--- config.mk ---
export PLATFORM = sky130hd
export DESIGN_NAME = crbc_front
export DESIGN_NICKNAME = d
export VERILOG_FILES = /design/src/hw/rtl/crbc_pkg.sv /design/src/hw/rtl/crbc_front.sv
export SDC_FILE = /design/constraint.sdc
export NUM_CORES = 1
export LEC_CHECK = 0
export BUFFER_PORTS_ARGS = -buffer_cell sky130_fd_sc_hd__buf_2
export CAP_MARGIN = 20
export CORE_AREA = 2 2 144 146
export DETAILED_ROUTE_END_ITERATION = 16
export DIE_AREA = 0 0 146 148
export PLACE_DENSITY = 0.54
export SETUP_SLACK_MARGIN = 0.2
export SYNTH_ARGS = -nofsm -noshare
export SYNTH_HDL_FRONTEND = slang
export SYNTH_SLANG_ARGS = --single-unit
export TNS_END_PERCENT = 10
--- constraint.sdc ---
create_clock -name vclk -period 9.1
set_input_delay 0.455 -clock vclk [all_inputs]
set_output_delay 0.455 -clock vclk [all_outputs]
set_load 0.01 [all_outputs]
--- src/hw/rtl/crbc_pkg.sv ---
// Shared types, constants and the divider step for the coordinate rank bucket code block.
`default_nettype none
package crbc_pkg;
    localparam int DIMENSIONS   = 6;
    localparam int BUCKETS      = 4;
    localparam int LOG2_BUCKETS = 2;
    localparam int COORD_W      = 16;
    localparam int DIV_W        = 17;
    localparam int DVR_W        = 16;
    localparam int DESC_W       = 33;
    localparam int CFG_IDX_W    = 3;
    localparam int CFG_DATA_W   = 33;
    localparam int CODE_W       = 8;
    localparam int SUM_W        = 20;
    localparam int RANK_W       = 4;
    localparam int Q_DEPTH      = 4;
    localparam int Q_PTR_W      = 2;
    localparam int Q_CNT_W      = 3;
    localparam int NSTAGE       = 2 * DIV_W;

    localparam logic [CFG_IDX_W-1:0] CFG_ORIGIN_X = 3'd0;
    localparam logic [CFG_IDX_W-1:0] CFG_ORIGIN_Y = 3'd1;
    localparam logic [CFG_IDX_W-1:0] CFG_DESC_0   = 3'd2;
    localparam logic [DESC_W-1:0]    DESC_RESET   = 33'h1_0001_0001;

    typedef struct packed {
        logic signed [COORD_W-1:0]             base_x;
        logic signed [COORD_W-1:0]             base_y;
        logic [DIMENSIONS-1:0][DESC_W-1:0]     desc;
    } t_cfg;

    typedef struct packed {
        logic [DIMENSIONS-1:0][DIV_W-1:0] mag;
        logic [DIMENSIONS-1:0]            neg;
    } t_item;

    typedef struct packed {
        logic [DIV_W-1:0] rem;
        logic [DIV_W-1:0] a;
    } t_div;

    // One restoring step: shift in the next dividend bit, subtract if it fits.
    function automatic t_div div_step(t_div s, logic [DVR_W-1:0] d);
        logic [DIV_W-1:0] sh;
        logic             ge;
        t_div             o;
        sh    = {s.rem[DIV_W-2:0], s.a[DIV_W-1]};
        ge    = (sh >= DIV_W'(d));
        o.rem = ge ? (sh - DIV_W'(d)) : sh;
        o.a   = {s.a[DIV_W-2:0], ge};
        return o;
    endfunction
endpackage
`default_nettype wire

--- src/hw/rtl/crbc_front.sv ---
// Front end: subtract the origin, pick the axis operand of each dimension and split it into sign and magnitude.
`default_nettype none
module crbc_front (
    input  wire  crbc_pkg::t_cfg            i_cfg,
    input  wire logic signed [15:0]         i_point_x,
    input  wire logic signed [15:0]         i_point_y,
    output crbc_pkg::t_item                 o_item
);
    import crbc_pkg::*;

    logic signed [DIV_W-1:0] xr;
    logic signed [DIV_W-1:0] yr;
    logic signed [DIV_W-1:0] sel;

    assign xr = DIV_W'(i_point_x) - DIV_W'(i_cfg.base_x);
    assign yr = DIV_W'(i_point_y) - DIV_W'(i_cfg.base_y);

    always_comb begin
        for (int d = 0; d < DIMENSIONS; d++) begin
            sel = i_cfg.desc[d][DESC_W-1] ? xr : yr;
            o_item.neg[d] = sel[DIV_W-1];
            o_item.mag[d] = sel[DIV_W-1] ? DIV_W'(-sel) : DIV_W'(sel);
        end
    end
endmodule
`default_nettype wire

==> impl_metrics.csv <==
group,metric,value,unit
floorplanning,fp.dieW,146,um
grt,antenna_found_initial,1,
drt,drc,0,
synthesis,yosysUniqueCellTypes,78,
grt,grt.total_usage,0.1999,
pwr,p_leak,3.054,nW
floorplanning,core,20040,sq um
sta,setup_viol,0,
sta,worst_pin_slew,1.169,ns
outcome,status,"finished, final reports clean",
drt,drt_wl_total,22.84,mm
worst_hold_path,hold_end,"o_item[6]",
grt,grt_max_degree,43,
placement,port_buffers,178,
worst_hold_path,worstHoldStart,"i_cfg[32]",
sta,final_max_slew_viol_count,0,
sta,finalHoldViolCount,0,
synthesis,syn_inst,828,
worst_setup_path,crit_path_end_kind,"output port",
flow_run,maxCapViolations,0,
worst_setup_path,worst-path-buf-inv,2,
synthesis,synth_top_cell_area_share,0.1280,
synthesis,netlist_top_cells_area,"xnor2_1 13%, a21oi_1 8.8%, ha_1 8.5%, mux2i_1 6.4%, nand2_1 5.2%",
drt,antenna_left,0,
grt,grt_first_pass_wirelength,34.24,mm
grt,grt_remaining_overflow,0,
floorplanning,ioPinCount,370,
worst_setup_path,crit_path_top_delay_cell,"or4b_1",
finish,nNetsFinal,1274,
worst_setup_path,crit_chain,"buf_2, ha_1, fa_1, nand2b_1, a211oi_2, o21a_1, o211ai_1, or2_2, or4b_1, o21ai_1, a41oi_1, xnor2_1, buf_2",
pwr,power_density,143.2,nW/um^2
clock_tree,cts_setup_buffers,0,
clock_tree,cts_hold_buf,0,
finish,clkbuf_count,0,
floorplanning,start_util,0.2799,
worst_hold_path,hold_path.class,"input port to output port",
worst_setup_path,crit_arrival,4.11,ns
placement,gp_congestion,0.8725,
finish,mostFrequentLayoutCell,"buf_2",
synthesis,synth_area,5609,sq um
worst_setup_path,crit_type,"input port to output port",
floorplanning,die-area,21610,sq um
finish,seq_cells,0,
worst_setup_path,slowest_delay,0.47,ns
finish,final_cell_mix,"178 x buf_2, 99 x a21oi_1, 82 x xnor2_1",
finish,syn2layout_area_growth,18.76,%
sta,fin_crit,4.569,ns
floorplanning,rows,52,
drt,dr.pass1.iters,6,
worst_setup_path,critPathRequiredTime,8.65,ns
worst_setup_path,setup.worst_path.start_class,"input port",
grt,first_global_vias,5879,
worst_setup_path,crit_family,"compound AO/OA/AOI/OAI gates",
synthesis,avgSynthCellArea,6.774,sq um
sta,period_share,0.5021,
finish,fillers,2336,
pwr,vdd_drop_max,52.24,uV
sta,tns,0,ns
sta,fmaxAchievable,218.9,MHz
sta,rsz0062_at_grt,"false",
synthesis,synth.largest_area_cell,"xnor2_1",
floorplanning,dieHeight,148,um
finish,seq_area,0,sq um
finish,layout-drive-gt1-share,0.2505,
worst_hold_path,hold_depth,3,
placement,dp_hpwl,18.07,mm
drt,num_vias,6468,
worst_setup_path,crit_path_frequent_cell,"buf_2",
synthesis,seq_area_frac_synth,0,
sta,relSlewSlack,0.2177,
drt,wl_per_cell,18.41,um
drt,vias_per_cell,5.212,
clock_tree,ctsResizeCount,0,
synthesis,yosysWarnings,0,
worst_setup_path,worstPathMaxFanout,10,
drt,drt_iter0_drc,451,
finish,postLayoutCoreUtil,0.3324,
synthesis,syn-num-nets,1130,
## worst max-delay path by stage
| stage | from | end | slack [ns] | cells past startpoint |
|---|---|---|---|---|
| 6_report | i_cfg[214] | o_item[55] | 4.53 | 13 |
| 5_1_grt | i_point_x[0] | o_item[21] | 4.31 | 14 |
| 3_5_place_dp | i_cfg[214] | o_item[55] | 4.58 | 13 |
| 3_3_place_gp | i_cfg[214] | o_item[55] | 4.55 | 13 |
| 2_1_floorplan | i_point_y[0] | o_item[106] | 5.22 | 12 |
| 4_1_cts | i_cfg[214] | o_item[55] | 4.53 | 13 |
## worst min-delay path, stage by stage
cell,delay (ns)
buf_2,0.27
mux2i_1,0.20
buf_2,0.15
## power breakdown
group          switching (mW)  internal [mW]     total, mW
combinational           0.598          0.356         0.954
clock                       0   0.0000000147  0.0000000147
sequential                  0              0             0
total                   0.598          0.356         0.954
## cells by family (layout without fill, tap and decap cells)
kind of cell,Yosys count,in the layout,synth area share
compound gates,277,277,0.3194
xor+xnor,104,104,0.1691
fa+ha+maj,40,40,0.09190
buf+inv,106,248,0.08811
mux,54,54,0.1104
other cells,0,1,0
simple gates,247,247,0.2211
## area by class of cell
cell class                 instances  area (sq um)  share of cell area
timing repair buffer             189         973.4              0.1461
tap                              270         337.8             0.05071
multi-input combinational        722          5126              0.7695
antenna                            1         2.502           0.0003757
inverter                          59         221.5             0.03325
## cell usage after synthesis (3+ instances only)
| library cell | count |
|---|---|
| nand3_1 | 18 |
| and4_1 | 6 |
| and2_2 | 3 |
| clkbuf_8 | 5 |
| nor2_1 | 70 |
| a41oi_1 | 10 |
| or3_1 | 5 |
| buf_6 | 4 |
| a21o_1 | 18 |
| inv_1 | 59 |
| xor2_1 | 20 |
| clkbuf_1 | 33 |
| or2_2 | 3 |
| nor3_1 | 11 |
| nand2_1 | 78 |
| o211ai_1 | 9 |
| buf_4 | 4 |
| nand4_1 | 6 |
| a211oi_1 | 9 |
| a31oi_1 | 20 |
| mux2_2 | 13 |
| xnor2_1 | 82 |
| ha_1 | 38 |
| o21ai_1 | 3 |
| o2111a_1 | 5 |
| mux2i_1 | 36 |
| a21oi_1 | 99 |
| nor2b_1 | 3 |
| and2_1 | 4 |
| nand2b_1 | 7 |
| and3_1 | 10 |
| o21a_1 | 10 |
| o31ai_1 | 4 |
| mux2i_4 | 5 |
| a211oi_2 | 4 |
| o21ai_0 | 58 |
## metal layers
layer	track usage	up-vias	routed length, um
li1	-	3268	-
met1	0.3093	2927	11520
met2	0.2993	246	9454
met3	0.02407	27	1522
met4	0.02913	0	342
met5	0	-	0
## stage by stage
| step | hold WS [ns] | std cells | area, sq um | setup WS (ns) | power [mW] |
|---|---|---|---|---|---|
| floorplan | 1.118 | 828 | 5609 | 5.221 | 0.5938 |
| global placement | 1.523 | 1240 | 6659 | 4.548 | 0.9448 |
| detailed placement | 1.533 | 1240 | 6659 | 4.581 | 0.9451 |
| CTS | 1.535 | 1240 | 6659 | 4.527 | 0.9503 |
| global route | 1.569 | 1241 | 6661 | 4.309 | 1.034 |
| finish | 1.542 | 1241 | 6661 | 4.531 | 0.9541 |
Power figures use the tool's default switching activity.
