==> config.mk <==
export PLATFORM = sky130hd
export DESIGN_NAME = crbc_queue
export DESIGN_NICKNAME = d
export VERILOG_FILES = /design/src/hw/rtl/crbc_pkg.sv /design/src/hw/rtl/crbc_queue.sv
export SDC_FILE = /design/constraint.sdc
export NUM_CORES = 1
export LEC_CHECK = 0
export ABC_AREA = 1
export CAP_MARGIN = 20
export CORE_AREA = 2 2 195 197
export DETAILED_ROUTE_END_ITERATION = 10
export DIE_AREA = 0 0 197 199
export DONT_BUFFER_PORTS = 1
export GPL_ROUTABILITY_DRIVEN = 0
export PLACE_DENSITY_LB_ADDON = 0.05
export SLEW_MARGIN = 20
export SYNTH_ARGS = -nofsm -noshare
export SYNTH_HDL_FRONTEND = slang
export SYNTH_SLANG_ARGS = --single-unit
==> constraint.sdc <==
create_clock -name i_clk -period 7.8 [get_ports i_clk]
set_input_delay 0.39 -clock i_clk [delete_from_list [all_inputs] [get_ports i_clk]]
set_output_delay 0.39 -clock i_clk [all_outputs]
set_load 0.005 [all_outputs]
==> src/hw/rtl/crbc_pkg.sv <==
// Shared types, constants and the divider step for the coordinate rank bucket code block.
`default_nettype none
package crbc_pkg;
    localparam int DIMENSIONS   = 6;
    localparam int BUCKETS      = 4;
    localparam int LOG2_BUCKETS = 2;
    localparam int COORD_W      = 16;
    localparam int DIV_W        = 17;
    localparam int DVR_W        = 16;
    localparam int DESC_W       = 33;
    localparam int CFG_IDX_W    = 3;
    localparam int CFG_DATA_W   = 33;
    localparam int CODE_W       = 8;
    localparam int SUM_W        = 20;
    localparam int RANK_W       = 4;
    localparam int Q_DEPTH      = 4;
    localparam int Q_PTR_W      = 2;
    localparam int Q_CNT_W      = 3;
    localparam int NSTAGE       = 2 * DIV_W;

    localparam logic [CFG_IDX_W-1:0] CFG_ORIGIN_X = 3'd0;
    localparam logic [CFG_IDX_W-1:0] CFG_ORIGIN_Y = 3'd1;
    localparam logic [CFG_IDX_W-1:0] CFG_DESC_0   = 3'd2;
    localparam logic [DESC_W-1:0]    DESC_RESET   = 33'h1_0001_0001;

    typedef struct packed {
        logic signed [COORD_W-1:0]             base_x;
        logic signed [COORD_W-1:0]             base_y;
        logic [DIMENSIONS-1:0][DESC_W-1:0]     desc;
    } t_cfg;

    typedef struct packed {
        logic [DIMENSIONS-1:0][DIV_W-1:0] mag;
        logic [DIMENSIONS-1:0]            neg;
    } t_item;

    typedef struct packed {
        logic [DIV_W-1:0] rem;
        logic [DIV_W-1:0] a;
    } t_div;

    // One restoring step: shift in the next dividend bit, subtract if it fits.
    function automatic t_div div_step(t_div s, logic [DVR_W-1:0] d);
        logic [DIV_W-1:0] sh;
        logic             ge;
        t_div             o;
        sh    = {s.rem[DIV_W-2:0], s.a[DIV_W-1]};
        ge    = (sh >= DIV_W'(d));
        o.rem = ge ? (sh - DIV_W'(d)) : sh;
        o.a   = {s.a[DIV_W-2:0], ge};
        return o;
    endfunction
endpackage
`default_nettype wire

==> src/hw/rtl/crbc_queue.sv <==
// Short queue between the front end and the divide pipeline.
`default_nettype none
module crbc_queue (
    input  wire logic            i_clk,
    input  wire logic            i_rst_n,
    input  wire logic            i_wr,
    input  wire crbc_pkg::t_item i_data,
    output logic                 o_full,
    input  wire logic            i_rd,
    output logic                 o_empty,
    output crbc_pkg::t_item      o_data
);
    import crbc_pkg::*;

    t_item                r_mem [Q_DEPTH];
    logic [Q_PTR_W-1:0]   r_wp, r_rp;
    logic [Q_CNT_W-1:0]   r_cnt, n_cnt;
    logic                 wr, rd;

    assign o_full  = (r_cnt == Q_CNT_W'(Q_DEPTH));
    assign o_empty = (r_cnt == '0);
    assign wr      = i_wr && !o_full;
    assign rd      = i_rd && !o_empty;
    assign o_data  = r_mem[r_rp];

    always_comb begin
        n_cnt = r_cnt;
        if (wr && !rd) n_cnt = r_cnt + 1'b1;
        else if (rd && !wr) n_cnt = r_cnt - 1'b1;
    end

    always_ff @(posedge i_clk) begin
        if (wr) r_mem[r_wp] <= i_data;
        if (!i_rst_n) begin
            r_wp  <= '0;
            r_rp  <= '0;
            r_cnt <= '0;
        end else begin
            if (wr) r_wp <= r_wp + 1'b1;
            if (rd) r_rp <= r_rp + 1'b1;
            r_cnt <= n_cnt;
        end
    end
endmodule
`default_nettype wire

==> impl_metrics.toml <==
[worst_setup_path]
slowest_delay_ns = 0.88
worst_path_class_setup = "flip-flop to primary output"
critical_path.reg2reg.endpoint = "r_mem[1][68]"
worstPathMaxFanout = 121
critical_path.startpoint_type = "flip-flop"
ff2ff_setup_slack_ns = 5.48
timing.critical_path.cells = "inv_8 > buf_4 > o21ai_0 > o22ai_1"
r2r_cells = 5
arrival_ns = 3.25
worst_ep_required_time_ns = 7.41
crit-reg2reg-launch = "r_cnt[0]"
endpoint_kind = "primary output"
cpMaxStageDelayCell = "buf_4"

[cells_and_area]
register_area_um2 = 13200
area_delta_synth_final_pct = 17.5
stdcell_count = 1729
area_of_combinational_cells_with_multiple_inputs_um2 = 2850
layout.cells.most_common = "edfxtp_1"
finish.net_count = 1334
filler_cell_count = 3119
post_route_cells_drive_above_1_share_pct = 6.94
most-common-layout-cells = "432 x edfxtp_1, 226 x nor2_1, 180 x o21ai_0, 111 x dlygate4sd3_1, 108 x o22ai_1"

[flow_run]
maxCapViolations = 0

[synth]
postSynthAreaPerCell_um2 = 14.8
synthTopCellsByArea = "edfxtp_1 79%, o21ai_0 5.5%, nor2_1 5.2%, o22ai_1 4.1%, o21ai_1 1.1%"
number_of_distinct_standard_cells_referenced_by_the_synthesized_netlist = 23
synth.net_count = 1232
synthDominantCellAreaShare_pct = 78.7
synthesized_flop_and_latch_total = 441
syn-cell-area_um2 = 16500
netlist_instances = 1114
yosys_warning_total = 0
synth_area_leader_cell = "edfxtp_1"
ys_seq_area_share_pct = 79.8

[power_and_ir_drop]
design_power_total_w = 0.00619
power.density_cell_area_nw_per_um2 = 320
worst_ir_drop_vdd_uv = 191
leakagePower_nw = 6.35

[routing]
detail_route.drc_violations = 0
route.final.wire_length_um = 36600
route.detailed.vias_per_inst = 5.40
drt.antenna.violating_nets = 0
drt_first_pass_iters = 4
via_count = 9334
avgRoutedWirePerCell_um = 21.2
dr.first_iter.drc_count = 553

[die]
floorplan.rows = 71
fp.dieH_um = 199
die_w_um = 197
pin_count = 222
core_area_um2 = 37100
initial_utilization_pct = 44.4
fp.dieArea_um2 = 39200

[timing]
slew-limit-headroom_pct = 30.4
fin_crit_sh_pct = 46.7
timing.fmax_ghz = 0.275
rsz0062_at_grt = "no"
setup-violations-final = 0
report.final.hold_viol_count = 0
hold-worst-slack_ns = 0.0838
setup_tns_ns = 0
worst-slew-pin-transition_ns = 1.04
maxSlewViolCount = 0
finalClockSkew_ns = 0.0204
post-route-min-period_ns = 3.64

[global_route]
vias_in_the_first_global_route = 9135
global_route_wire_length_before_repair_um = 54800
grt-ovfl-total = 0
grt_antenna_before_repair = 3
track_usage_pct = 18.6
grt_max_degree = 122

[min_path]
holdPathStages = 3
worst_hold_path_type = "input port to flip-flop"
holdCritStartpoint = "i_rd"

[clocking]
clkTransAtPathRegs_ns = 0.06
cts_tree = "yes"
number_of_buffers_added_by_the_clock_tree_synthesis_step = 46
cts_setup_buffers = 0
cts.htree.levels = 2
cts_root_buf = "clkbuf_16"
numClockSinks = 441
clockBufferDepth = 3
cts_hold_repair.buffers = 111
clock_insertion_delay_worst_skew_ns = 0.56
cts.repair.resized = 0

[placement]
placed_cells_incl_taps = 1531
detailed_place_hpwl_um = 18900
place.port_buffers = 0

[status]
run_status = "finished, final reports clean"
## flip-flops by register name (all words and copies together), names as in the netlist, named ones only
name / cells
r_cnt: 3
r_mem: 432
r_rp: 2
r_wp: 2
## Yosys cell counts
| cell type | count |
|---|---|
| a21oi_1 | 3 |
| buf_12 | 1 |
| buf_2 | 7 |
| buf_4 | 3 |
| buf_6 | 16 |
| buf_8 | 1 |
| clkbuf_1 | 40 |
| clkbuf_2 | 2 |
| clkinv_2 | 1 |
| dfxtp_1 | 9 |
| edfxtp_1 | 432 |
| fa_1 | 1 |
| ha_1 | 5 |
| inv_1 | 16 |
| inv_8 | 1 |
| nand2_1 | 15 |
| nand3_1 | 4 |
| nand3b_1 | 1 |
| nor2_1 | 230 |
| o21ai_0 | 180 |
| o21ai_1 | 37 |
| o22ai_1 | 108 |
| xor2_1 | 1 |
## layer usage
| metal | vias up | wire (um) | share of wire, % | global-route usage [%] |
|---|---|---|---|---|
| met4 | 2 | 831 | 2.3 | 6.32 |
| met1 | 4635 | 15800 | 43 | 24.0 |
| li1 | 4405 | - | - | - |
| met5 | - | 11 | 0.030 | 0 |
| met2 | 238 | 17300 | 47 | 30.3 |
| met3 | 54 | 2610 | 7.1 | 5.37 |
## kinds of logic after synthesis
group / count (synthesis) / share of synthesized area, %
compound gates: 328 / 10.8
xor+xnor: 1 / 0.0532
fa+ha+maj: 6 / 0.501
buf+inv: 88 / 3.09
flops: 441 / 79.8
simple gates: 250 / 5.75
## how the worst max path moves through the flow
stage | to | cells after the start
floorplan | r_mem[0][0] | 4
global placement | o_data[24] | 4
detailed placement | o_data[52] | 4
CTS | o_data[52] | 4
global route | o_data[52] | 4
finish | o_data[102] | 4
## power by group
group / internal (W) / switching, W / leakage (nW) / total, W
sequential: 0.00288 / 0.000106 / 4.03 / 0.00299
combinational: 0.000291 / 0.000810 / 1.60 / 0.00110
clock: 0.00124 / 0.000865 / 0.717 / 0.00210
total: 0.00441 / 0.00178 / 6.35 / 0.00619
## worst max-delay path: cells and delay by family, from the launching register on
| family | cells | cell delay, ns |
|---|---|---|
| buffers and inverters | 2 | 1.43 |
| DFF | 1 | 0.56 |
| AOI/OAI and AO/OA | 2 | 0.50 |
## stage by stage
stage	utilization [%]	setup slack, ns	cell area [um2]
floorplan	-	2.07	16500
global placement	45.2	4.77	16800
detailed placement	45.2	4.71	16800
CTS	52.1	4.09	19300
global route	52.1	3.91	19400
finish	52.1	4.16	19400
## area by class of cell
class | count | share of cell area, %
inverter | 18 | 0.394
timing repair buffer | 124 | 6.25
sequential | 441 | 68.0
tap | 474 | 3.06
antenna | 2 | 0.0259
multi-input combinational | 585 | 14.7
clock buffer | 55 | 6.45
clock inverter | 30 | 1.12
Note: power is estimated with default switching activity, not from simulation.
